==> src/sv/eett_pkg.sv <==
// Shared types, constants and codes for the earliest event timer table.
package eett_pkg;

  // Number of event sources held in the table.
  localparam int EVENT_COUNT = 8;
  localparam int IDX_W       = $clog2(EVENT_COUNT);

  // Fixed field widths of the transfer payloads.
  localparam int OP_W   = 2;
  localparam int EV_W   = 3;
  localparam int TIME_W = 32;

  // Command queue between front and back; depth must be a power of two.
  localparam int QUEUE_DEPTH = 2;
  localparam int QPTR_W      = $clog2(QUEUE_DEPTH);

  // Operation codes on the input channel.
  localparam logic [OP_W-1:0] OP_SCHEDULE   = 2'd0;
  localparam logic [OP_W-1:0] OP_RESCHEDULE = 2'd1;
  localparam logic [OP_W-1:0] OP_PROCESS    = 2'd2;

  typedef struct packed {
    logic [OP_W-1:0]   operation;
    logic [EV_W-1:0]   event_id;
    logic [TIME_W-1:0] at_time;
    logic [TIME_W-1:0] now;
  } in_item_t;

  typedef struct packed {
    logic              fired;
    logic [EV_W-1:0]   fired_event;
    logic              active;
    logic [EV_W-1:0]   earliest_event;
    logic [TIME_W-1:0] earliest_time;
  } out_item_t;

  // Classified command; unusable requests collapse to CMD_NOP.
  typedef enum logic [1:0] {
    CMD_NOP,
    CMD_SCHED,
    CMD_RESCHED,
    CMD_PROC
  } cmd_kind_t;

  typedef struct packed {
    cmd_kind_t         kind;
    logic [IDX_W-1:0]  idx;
    logic [TIME_W-1:0] at;
    logic [TIME_W-1:0] now;
  } cmd_t;

  // Front to queue handshake.
  typedef struct packed {
    logic push;
    logic full;
  } q_wr_t;

  // Queue to back status.
  typedef struct packed {
    logic avail;
  } q_rd_t;

  typedef enum logic [2:0] {
    B_IDLE,
    B_EXEC,
    B_SCAN,
    B_OFFER,
    B_DONE
  } back_state_t;

endpackage

==> src/sv/earliest_event_timer_table_top.sv <==
// Top level of the earliest event timer table: front end, command queue, back end.
//
//   Port group  Dir  Payload            Transfer when
//   in_*        in   eett_pkg::in_item_t  in_valid && in_ready
//   out_*       out  eett_pkg::out_item_t out_valid && out_ready
//
// Sequence: each item is fetched, executed and its result registered in the
// back end; a due process or a reschedule of the earliest source adds a
// rescan of all EVENT_COUNT entries over the single table read port, and a
// reschedule then offers its new deadline. The back end takes a new item
// from the queue only once the last result has been registered.
// Reset: rst_n is synchronous, active low; it empties the table (all valid
// bits), the queue and the result register.
// Stalls: a held result blocks only the back end; the queue keeps taking
// input transfers until its QUEUE_DEPTH entries are full.
module earliest_event_timer_table_top (
  input  logic                clk,
  input  logic                rst_n,
  input  logic                in_valid,
  output logic                in_ready,
  input  eett_pkg::in_item_t  in_data,
  output logic                out_valid,
  input  logic                out_ready,
  output eett_pkg::out_item_t out_data
);
  import eett_pkg::*;

  // front -> queue
  q_wr_t wr_ctl;
  cmd_t  wr_cmd;

  // queue -> back
  q_rd_t rd_ctl;
  cmd_t  rd_cmd;
  logic  back_pop;

  // Classification only; no state in the front end.
  eett_front u_front (
    .in_data  (in_data),
    .in_valid (in_valid),
    .in_ready (in_ready),
    .q_full   (wr_ctl.full),
    .q_push   (wr_ctl.push),
    .q_cmd    (wr_cmd)
  );

  eett_queue u_queue (
    .clk     (clk),
    .rst_n   (rst_n),
    .wr_push (wr_ctl.push),
    .wr_full (wr_ctl.full),
    .wr_cmd  (wr_cmd),
    .rd_ctl  (rd_ctl),
    .rd_pop  (back_pop),
    .rd_cmd  (rd_cmd)
  );

  // Table, earliest tracking and result register live in the back end.
  eett_back u_back (
    .clk       (clk),
    .rst_n     (rst_n),
    .q_ctl     (rd_ctl),
    .q_pop     (back_pop),
    .q_cmd     (rd_cmd),
    .out_valid (out_valid),
    .out_ready (out_ready),
    .out_data  (out_data)
  );

endmodule

==> src/sv/eett_front.sv <==
// Front end: takes input transfers and classifies them into commands.
module eett_front (
  input  eett_pkg::in_item_t in_data,
  input  logic               in_valid,
  output logic               in_ready,
  input  logic               q_full,
  output logic               q_push,
  output eett_pkg::cmd_t     q_cmd
);
  import eett_pkg::*;

  logic usable;

  // Zero deadline and out-of-range sources turn a schedule or reschedule into a no-op.
  assign usable = (in_data.at_time != '0) &&
                  (32'(in_data.event_id) < 32'(EVENT_COUNT));

  assign in_ready = !q_full;
  assign q_push   = in_valid && !q_full;

  always_comb begin
    q_cmd.idx = IDX_W'(in_data.event_id);
    q_cmd.at  = in_data.at_time;
    q_cmd.now = in_data.now;
    case (in_data.operation)
      OP_SCHEDULE:   q_cmd.kind = usable ? CMD_SCHED : CMD_NOP;
      OP_RESCHEDULE: q_cmd.kind = usable ? CMD_RESCHED : CMD_NOP;
      OP_PROCESS:    q_cmd.kind = CMD_PROC;
      default:       q_cmd.kind = CMD_NOP;
    endcase
  end

endmodule

==> src/sv/eett_queue.sv <==
// Short command queue decoupling the front end from the back end.
module eett_queue (
  input  logic           clk,
  input  logic           rst_n,
  input  logic           wr_push,
  output logic           wr_full,
  input  eett_pkg::cmd_t wr_cmd,
  output eett_pkg::q_rd_t rd_ctl,
  input  logic           rd_pop,
  output eett_pkg::cmd_t rd_cmd
);
  import eett_pkg::*;

  cmd_t              mem_r [QUEUE_DEPTH];
  logic [QPTR_W-1:0] wr_ptr_r, wr_ptr_nxt;
  logic [QPTR_W-1:0] rd_ptr_r, rd_ptr_nxt;
  logic [QPTR_W:0]   count_r, count_nxt;
  logic              do_push, do_pop;

  assign wr_full      = (count_r == (QPTR_W+1)'(QUEUE_DEPTH));
  assign rd_ctl.avail = (count_r != '0);
  assign rd_cmd       = mem_r[rd_ptr_r];

  assign do_push = wr_push && !wr_full;
  assign do_pop  = rd_pop && rd_ctl.avail;

  always_comb begin
    wr_ptr_nxt = do_push ? wr_ptr_r + QPTR_W'(1) : wr_ptr_r;
    rd_ptr_nxt = do_pop ? rd_ptr_r + QPTR_W'(1) : rd_ptr_r;
    count_nxt  = count_r;
    if (do_push && !do_pop) begin
      count_nxt = count_r + (QPTR_W+1)'(1);
    end else if (do_pop && !do_push) begin
      count_nxt = count_r - (QPTR_W+1)'(1);
    end
  end

  always_ff @(posedge clk) begin
    if (!rst_n) begin
      wr_ptr_r <= '0;
      rd_ptr_r <= '0;
      count_r  <= '0;
    end else begin
      wr_ptr_r <= wr_ptr_nxt;
      rd_ptr_r <= rd_ptr_nxt;
      count_r  <= count_nxt;
    end
  end

  always_ff @(posedge clk) begin
    if (do_push) begin
      mem_r[wr_ptr_r] <= wr_cmd;
    end
  end

endmodule

==> src/sv/eett_back.sv <==
// Back end: deadline table, earliest tracking, rescan sequencer, result register.
module eett_back (
  input  logic                clk,
  input  logic                rst_n,
  input  eett_pkg::q_rd_t     q_ctl,
  output logic                q_pop,
  input  eett_pkg::cmd_t      q_cmd,
  output logic                out_valid,
  input  logic                out_ready,
  output eett_pkg::out_item_t out_data
);
  import eett_pkg::*;

  back_state_t       state_r, state_nxt;
  cmd_t              cmd_r, cmd_nxt;

  // Deadline table: valid bit per entry, payload without reset.
  logic [TIME_W-1:0] table_r [EVENT_COUNT];
  logic [EVENT_COUNT-1:0] valid_r, valid_nxt;
  logic              tbl_we;
  logic [IDX_W-1:0]  tbl_waddr;
  logic [TIME_W-1:0] tbl_wdata;

  logic              any_r, any_nxt;
  logic [IDX_W-1:0]  soon_idx_r, soon_idx_nxt;
  logic [TIME_W-1:0] soon_dl_r, soon_dl_nxt;

  logic [IDX_W-1:0]  scan_idx_r, scan_idx_nxt;
  logic              found_r, found_nxt;
  logic [IDX_W-1:0]  best_idx_r, best_idx_nxt;
  logic [TIME_W-1:0] best_r, best_nxt;

  logic              fired_r, fired_nxt;
  logic [IDX_W-1:0]  fired_idx_r, fired_idx_nxt;

  logic              out_valid_r, out_valid_nxt;
  out_item_t         out_r, out_nxt;

  logic [IDX_W-1:0]  rd_addr;
  logic              rd_valid;
  logic [TIME_W-1:0] rd_dl;
  logic              offer_take;
  logic              scan_hit;
  logic              scan_last;

  // Single table read port, shared by command execution and the rescan.
  assign rd_addr  = (state_r == B_SCAN) ? scan_idx_r : cmd_r.idx;
  assign rd_valid = valid_r[rd_addr];
  assign rd_dl    = table_r[rd_addr];

  assign offer_take = !any_r || (cmd_r.at < soon_dl_r);
  assign scan_hit   = rd_valid && (!found_r || (rd_dl < best_r));
  assign scan_last  = (scan_idx_r == IDX_W'(EVENT_COUNT - 1));

  assign q_pop     = (state_r == B_IDLE) && q_ctl.avail;
  assign out_valid = out_valid_r;
  assign out_data  = out_r;

  always_comb begin
    state_nxt     = state_r;
    cmd_nxt       = cmd_r;
    valid_nxt     = valid_r;
    tbl_we        = 1'b0;
    tbl_waddr     = cmd_r.idx;
    tbl_wdata     = cmd_r.at;
    any_nxt       = any_r;
    soon_idx_nxt  = soon_idx_r;
    soon_dl_nxt   = soon_dl_r;
    scan_idx_nxt  = scan_idx_r;
    found_nxt     = found_r;
    best_idx_nxt  = best_idx_r;
    best_nxt      = best_r;
    fired_nxt     = fired_r;
    fired_idx_nxt = fired_idx_r;
    out_valid_nxt = out_valid_r && !out_ready;
    out_nxt       = out_r;

    case (state_r)
      B_IDLE: begin
        if (q_ctl.avail) begin
          cmd_nxt       = q_cmd;
          fired_nxt     = 1'b0;
          fired_idx_nxt = '0;
          state_nxt     = B_EXEC;
        end
      end

      B_EXEC: begin
        state_nxt = B_DONE;
        case (cmd_r.kind)
          CMD_SCHED: begin
            // keep the earlier of old and new
            if (!rd_valid || (cmd_r.at < rd_dl)) begin
              tbl_we              = 1'b1;
              valid_nxt[cmd_r.idx] = 1'b1;
            end
            if (offer_take) begin
              any_nxt      = 1'b1;
              soon_idx_nxt = cmd_r.idx;
              soon_dl_nxt  = cmd_r.at;
            end
          end
          CMD_RESCHED: begin
            tbl_we               = 1'b1;
            valid_nxt[cmd_r.idx] = 1'b1;
            if (any_r && (soon_idx_r == cmd_r.idx)) begin
              scan_idx_nxt = '0;
              found_nxt    = 1'b0;
              best_idx_nxt = '0;
              best_nxt     = '0;
              state_nxt    = B_SCAN;
            end else if (offer_take) begin
              any_nxt      = 1'b1;
              soon_idx_nxt = cmd_r.idx;
              soon_dl_nxt  = cmd_r.at;
            end
          end
          CMD_PROC: begin
            if (any_r && (soon_dl_r <= cmd_r.now)) begin
              valid_nxt[soon_idx_r] = 1'b0;
              fired_nxt     = 1'b1;
              fired_idx_nxt = soon_idx_r;
              scan_idx_nxt  = '0;
              found_nxt     = 1'b0;
              best_idx_nxt  = '0;
              best_nxt      = '0;
              state_nxt     = B_SCAN;
            end
          end
          default: begin
            state_nxt = B_DONE;
          end
        endcase
      end

      B_SCAN: begin
        // lowest index wins ties: strict less-than
        if (scan_hit) begin
          found_nxt    = 1'b1;
          best_idx_nxt = scan_idx_r;
          best_nxt     = rd_dl;
        end
        scan_idx_nxt = scan_idx_r + IDX_W'(1);
        if (scan_last) begin
          any_nxt      = found_nxt;
          soon_idx_nxt = best_idx_nxt;
          soon_dl_nxt  = best_nxt;
          state_nxt    = (cmd_r.kind == CMD_RESCHED) ? B_OFFER : B_DONE;
        end
      end

      B_OFFER: begin
        if (offer_take) begin
          any_nxt      = 1'b1;
          soon_idx_nxt = cmd_r.idx;
          soon_dl_nxt  = cmd_r.at;
        end
        state_nxt = B_DONE;
      end

      B_DONE: begin
        if (!out_valid_r || out_ready) begin
          out_valid_nxt          = 1'b1;
          out_nxt.fired          = fired_r;
          out_nxt.fired_event    = EV_W'(fired_idx_r);
          out_nxt.active         = any_r;
          out_nxt.earliest_event = any_r ? EV_W'(soon_idx_r) : '0;
          out_nxt.earliest_time  = any_r ? soon_dl_r : '0;
          state_nxt              = B_IDLE;
        end
      end

      default: begin
        state_nxt = B_IDLE;
      end
    endcase
  end

  always_ff @(posedge clk) begin
    if (!rst_n) begin
      state_r     <= B_IDLE;
      valid_r     <= '0;
      any_r       <= 1'b0;
      soon_idx_r  <= '0;
      soon_dl_r   <= '0;
      out_valid_r <= 1'b0;
    end else begin
      state_r     <= state_nxt;
      valid_r     <= valid_nxt;
      any_r       <= any_nxt;
      soon_idx_r  <= soon_idx_nxt;
      soon_dl_r   <= soon_dl_nxt;
      out_valid_r <= out_valid_nxt;
    end
  end

  always_ff @(posedge clk) begin
    cmd_r       <= cmd_nxt;
    scan_idx_r  <= scan_idx_nxt;
    found_r     <= found_nxt;
    best_idx_r  <= best_idx_nxt;
    best_r      <= best_nxt;
    fired_r     <= fired_nxt;
    fired_idx_r <= fired_idx_nxt;
    out_r       <= out_nxt;
    if (tbl_we) begin
      table_r[tbl_waddr] <= tbl_wdata;
    end
  end

  // Between commands the tracked earliest source is a live table entry.
  a_earliest_live: assert property (@(posedge clk) disable iff (!rst_n)
    (state_r == B_IDLE && any_r) |-> valid_r[soon_idx_r])
    else $error("earliest source not pending in table");

  // Between commands an idle tracker means an empty table.
  a_empty_table: assert property (@(posedge clk) disable iff (!rst_n)
    (state_r == B_IDLE && !any_r) |-> (valid_r == '0))
    else $error("table holds entries while nothing is pending");

  // The rescan walks the table one entry per cycle.
  a_scan_step: assert property (@(posedge clk) disable iff (!rst_n)
    (state_r == B_SCAN && !scan_last) |=>
      (state_r == B_SCAN && scan_idx_r == $past(scan_idx_r) + IDX_W'(1)))
    else $error("rescan skipped or left early");

  // A fired event is no longer pending once the command completes.
  a_fired_cleared: assert property (@(posedge clk) disable iff (!rst_n)
    (state_r == B_DONE && fired_r) |-> !valid_r[fired_idx_r])
    else $error("fired event still pending");

endmodule

==> config.mk <==
export PLATFORM = sky130hd
export DESIGN_NAME = earliest_event_timer_table_top
export DESIGN_NICKNAME = d
export VERILOG_FILES = /design/src/sv/eett_pkg.sv /design/src/sv/earliest_event_timer_table_top.sv /design/src/sv/eett_front.sv /design/src/sv/eett_queue.sv /design/src/sv/eett_back.sv
export SDC_FILE = /design/constraint.sdc
export NUM_CORES = 1
export LEC_CHECK = 0
export BUFFER_PORTS_ARGS = -buffer_cell sky130_fd_sc_hd__buf_2
export CORE_MARGIN = 1
export CORE_UTILIZATION = 56
export CTS_CLUSTER_DIAMETER = 200
export DETAILED_ROUTE_END_ITERATION = 8
export PLACE_DENSITY = 0.74
export REMOVE_ABC_BUFFERS = 1
export SLEW_MARGIN = 40
export SYNTH_ARGS = -nofsm -noshare
export SYNTH_HDL_FRONTEND = slang
export SYNTH_SLANG_ARGS = --single-unit
==> constraint.sdc <==
create_clock -name clk -period 6.49 [get_ports clk]
set_input_delay 0.649 -clock clk [delete_from_list [all_inputs] [get_ports clk]]
set_output_delay 0.649 -clock clk [all_outputs]
set_load 0.1 [all_outputs]
=== After elaboration in Yosys (flattened, before gate mapping) ===
Memories as Yosys holds them, arrays and structs flattened. A register that Yosys moved wholly into a read port is not among the register bits.
Index checks and enable logic that the tools add are counted.

* $add $sub $neg: 5
* $lt $le $gt $ge: 9
* Eq/ne operators: 24
* Muxes and demuxes: 71
* Bitwise logic cells: 3
* Reduce and logical (&&, ||, !) cells: 40

{| class="wikitable"
|+ Operators by type and width
! kind !! count
|-
| $mux W32 || 6
|-
| $pmux W32 S2 || 3
|-
| $lt A32 B32 Y1 || 3
|-
| $pmux W32 S3 || 1
|-
| $mux W3 || 16
|-
| $pmux W3 S2 || 6
|-
| $le A32 B32 Y1 || 1
|-
| $reduce_bool A32 Y1 || 1
|-
| $pmux W8 S3 || 1
|-
| $mux W1 || 21
|-
| $mux W8 || 2
|-
| $reduce_and A4 Y1 || 4
|-
| $pmux W3 S5 || 1
|-
| $ne A2 B1 Y1 const B || 7
|-
| $logic_and A1 B1 Y1 || 12
|-
| $lt A3 B4 Y1 const B || 3
|-
| $pmux W1 S2 || 5
|-
| $ne A3 B2 Y1 const B || 3
|-
| $pmux W3 S3 || 1
|-
| $and A8 B8 Y8 || 1
|-
| $eq A2 B2 Y1 const B || 4
|-
| $logic_not A1 Y1 || 8
|-
| $not A8 Y8 || 1
|-
| $or A8 B8 Y8 || 1
|-
| 24 further kinds || 40
|}

* Bits in registers: 135
* RAM bits: 394
* Bits of input ports: 73
* Output and inout port bits: 42
* Logic and storage cells: 174
* Memories: 2

{| class="wikitable"
|+ Memory list
! memory !! words !! width !! rd ports !! clocked after memory_dff !! wr ports !! line !! RTL
|-
| u_back.table_r || 8 || 32 || 1 || 0 || 1 || eett_back.sv:18 || <nowiki>logic [TIME_W-1:0] table_r [EVENT_COUNT];</nowiki>
|-
| u_queue.mem_r || 2 || 69 || 1 || 1 || 1 || eett_queue.sv:14 || <nowiki>cmd_t mem_r [QUEUE_DEPTH];</nowiki>
|}

=== Depth between registers and ports, before layout ===
* Depth in word-level cells: 11
* Depth in mapped cells: 21

=== Cells and area by module ===
A second synthesis with hierarchy kept.

* Cells, all modules: 1779
* Area, all modules: 26714.4 µm²

{| class="wikitable"
|+ By module, submodules not included
! module !! instances !! cells an instance !! area an instance (µm²) !! seq. area each (µm²)
|-
| eett_back || 1 || 1456 || 20856.3 || 13212.7
|-
| eett_queue || 1 || 240 || 5253.8 || 4244.1
|-
| eett_front || 1 || 83 || 604.3 || 0.0
|}

=== Least setup slack after synthesis ===
OpenSTA, ideal clock, no wires.

* Path kind: register to register
* From: register u_back.state_r[2]
* To: memory u_back.table_r[4][0] (enable)
* Library setup time: 0.461 ns
* Data arrival time: 6.054 ns
* Required time: 6.029 ns
* Slack: -0.025 ns
* Stages on the path, launching flop included: 19
* Path buffers: 5
* Period minus slack after synthesis: 6.515 ns
* Cell sequence: dfxtp_1 buf_6 or3b_1 buf_6 buf_6 a21oi_2 buf_4 clkbuf_1 a211oi_1 a211oi_2 inv_1 ha_1 a2111oi_0 a211oi_1 a211o_1 o31a_4 o21ai_0 nand2_1 nor3_1

* Word-level cells in the longest chain between the ends: 11

{| class="wikitable"
|+ Ends and longest elaborated chain
! item !! line !! RTL
|-
| from (decl) || eett_back.sv:14 || <nowiki>back_state_t state_r, state_nxt;</nowiki>
|-
| from (signal assigned) || eett_back.sv:188 || <nowiki>state_r <= state_nxt;</nowiki>
|-
| branches (longest 8 deep; another with $mem_v2 Z8 W32) || n/a ||
|-
| $mux W1 (*) || eett_back.sv:78 || <nowiki>case (state_r)</nowiki>
|-
| $mux W1 (*) || eett_back.sv:206 || <nowiki>if (tbl_we) begin</nowiki>
|-
| $mux W1 (not written as such) (*) || eett_back.sv:207 || <nowiki>table_r[tbl_waddr] <= tbl_wdata;</nowiki>
|-
| to (decl) || eett_back.sv:18 ||
|}

Mark *: on every way between the ends. The select of a mux whose other input is x is not followed.

=== Worst setup path in the final report ===
* From: register u_back.state_r[1]
* To: memory u_back.table_r[4][4] (enable)

The elaborated chain is that of the path after synthesis.

==> results.yml <==
global_route:
  antenna_found_initial: 2
  grt_pass1_wl_microns: 91500
  grt_max_degree: 81
  grt_overflow: 0
  grtUsageTotal: 0.251
  grt_pass1_vias: 16365
critical_path:
  worstSetupPathType: "reg -> reg"
  path_cells: "or3b_4 > mux2_2 > o22ai_1 > a211oi_1 > inv_1 > ha_1 > and4_1 > a21oi_1 > nor2_1 > o31a_1 > o31a_4 > o21ai_0 > nand2_1 > nor3_2 > buf_4"
  arrival_ns: 6.11
  critical_path_required_ns: 6.74
  cpLargestDelayFamily: "compound AO/OA/AOI/OAI gates"
  cp-start-kind: "flop"
  worstPathMaxFanout: 32
  crit_path_max_incr_delay_ns: 0.84
  crit_slowest_cell: "mux2_2"
  end_kind: "flop"
  critPathBufInv: 2
layout:
  final_area_sq_um: 29600
  fillCellCount: 3248
  regArea_sq_um: 17400
  drive_above_1_share: 0.169
  multi_input_area_sq_um: 8190
  num-nets-final: 2257
  syn_to_final_growth_pct: 12.0
  layout.cells.non_filler: 2704
synthesis:
  syn_avg_cell_area_sq_um: 13.7
  synth_top_area_share: 0.620
  ys_warn_count: 0
  synth.area.top_cells: "edfxtp_1 (62%), ha_1 (6.2%), dfxtp_1 (3.9%), nor2_1 (3.7%), mux2_2 (3.0%)"
  ys_ff_latch: 598
  synth_ff_type: "edfxtp_1"
  synth.distinct_cells: 67
  seq_area_frac_synth: 0.659
  async_flop_share: 0
  synthCells: 1936
  synthesis.area_sq_um: 26500
  synth_edf_count: 546
  synth_top_area_cell: "edfxtp_1"
routing:
  drt_iter0_markers: 1258
  antenna_left: 0
  drtPass1Iterations: 5
  drcViolationCount: 0
  avgViaCountPerCell: 6.02
  num_vias: 16269
  avgRoutedWirePerCell_microns: 22.0
  routed_wl_microns: 59600
floorplan:
  dieWidth_microns: 219
  start_util: 0.568
  core_sq_um: 46600
  die_h_microns: 219
  ios: 115
  rows: 79
  die-area_sq_um: 48100
flow_run:
  drv_cap: 0
sta:
  hold_viol: 0
  skew_ns: 0.0182
  worst_slew_margin_rel: 0.432
  min_period_ns: 5.87
  rsz0062_at_grt: "no"
  fin_crit_sh: 0.904
  setup_violations: 0
  drv_slew: 0
  fmax_mhz: 170
  worstMarginPinSlew_ns: 0.847
clock_tree:
  cts_tree: "yes"
  hold_buffers: 0
  cts_sinks: 598
  cts_buffer_depth: 3
  clock_latency_ns: 0.62
  cts_made_buffers: 57
  h-tree-depth: 2
  cts.clk_slew.worst_paths_ns: 0.06
  root_buffer: "clkbuf_16"
  cts_setup_buffers: 0
  cts_resized: 0
min_path:
  hold_class: "in -> reg"
power:
  p_per_area_nw_per_um2: 449
  ir_drop_mv: 0.326
  leakagePower_uw: 0.0110
  power.total_uw: 13300
place:
  io_buffers: 114
  detailed_place_hpwl_microns: 39000
  placed_area_sq_um: 27900
  place_inst: 2600
  place_congestion: 0.920
outcome:
  status: "complete, no violations"
## logic make-up (layout without fill, tap and decap cells)
| kind of cell | Yosys count | count (layout) | synth area share |
|---|---|---|---|
| buffers and inverters | 236 | 395 | 0.0364 |
| AO/OA/AOI/OAI | 278 | 278 | 0.0806 |
| multiplexers | 146 | 146 | 0.0607 |
| flip-flops | 598 | 598 | 0.659 |
| other | 0 | 2 | 0 |
| XOR/XNOR | 8 | 8 | 0.00265 |
| AND/OR/NAND/NOR | 538 | 538 | 0.0983 |
| adder cells (fa/ha/maj) | 132 | 132 | 0.0624 |
## Yosys cell counts (13+ instances only)
| library cell | instances |
|---|---|
| o21ai_0 | 24 |
| edfxtp_1 | 546 |
| a211oi_1 | 51 |
| inv_1 | 145 |
| o22ai_1 | 33 |
| a211oi_2 | 25 |
| clkbuf_1 | 59 |
| mux2i_1 | 69 |
| buf_2 | 13 |
| o221ai_1 | 34 |
| a21o_1 | 18 |
| mux2_2 | 71 |
| a21oi_1 | 31 |
| and2_1 | 65 |
| nand2_1 | 25 |
| ha_1 | 132 |
| nand3_1 | 83 |
| nand4_1 | 17 |
| nor3_1 | 16 |
| nor2_1 | 258 |
| dfxtp_1 | 52 |
## stage by stage
step	util	setup WS [ns]	setup TNS (ns)	hold WS, ns
2_1_floorplan	-	-3.62	-876.85	0.400
3_3_place_gp	0.597	0.868	0	0.407
3_5_place_dp	0.598	0.719	0	0.412
4_1_cts	0.637	0.705	0	0.191
5_1_grt	0.637	0.290	0	0.198
6_report	0.637	0.623	0	0.218
## routing by layer
layer | up-vias | GRT usage | routed length [microns]
met2 | 628 | 0.418 | 29300
met4 | 2 | 0.0838 | 1590
met3 | 99 | 0.0426 | 3950
li1 | 7475 | - | -
met1 | 8065 | 0.334 | 24800
met5 | - | 0 | 11
## sequential cells by signal, indices dropped and copies added, names as in the netlist, 8 cells and up
name	cells
u_queue.mem_r	138
u_back.tbl_wdata	32
u_back.cmd_r	34
u_back.best_r	32
u_back.valid_r	8
u_back.soon_dl_r	32
u_back.table_r	256
u_back.out_data	40
## final cells by class
class,instances,share of cell area
repair buffers,148,0.0312
multi-input cells,1102,0.276
inverters,145,0.0184
clock buffers,70,0.0526
flip-flops and latches,598,0.588
clock inverters,32,0.00743
well taps,607,0.0256
diodes,2,0.000169
## cells in the final DEF, fill, tap and decap left out, types with 60 or more instances in the layout
cell type,instances
edfxtp_1,546
nor2_1,251
inv_1,144
ha_1,132
buf_2,114
nand3_1,83
mux2_2,71
mux2i_1,68
and2_1,65
clkbuf_16,60
## where the power goes
part,switching (uW),internal [uW],total [uW]
registers,664,5110,5780
logic,2780,1580,4360
clock network,1400,1780,3170
total,4840,8470,13300
## worst paths after layout
| check | from | cells after the start | slack, ns | endpoint |
|---|---|---|---|---|
| worst min register to register | u_back.fired_idx_r[0] | 0 | 0.42 | u_back.out_data[36] |
| worst max register to register | u_back.state_r[1] | 15 | 0.62 | u_back.table_r[4][4] |
| worst min-delay path | in_data[3] | 1 | 0.22 | u_queue.mem_r[1][3] |
| worst max-delay path | u_back.state_r[1] | 15 | 0.62 | u_back.table_r[4][4] |
Power figures use the tool's default switching activity.
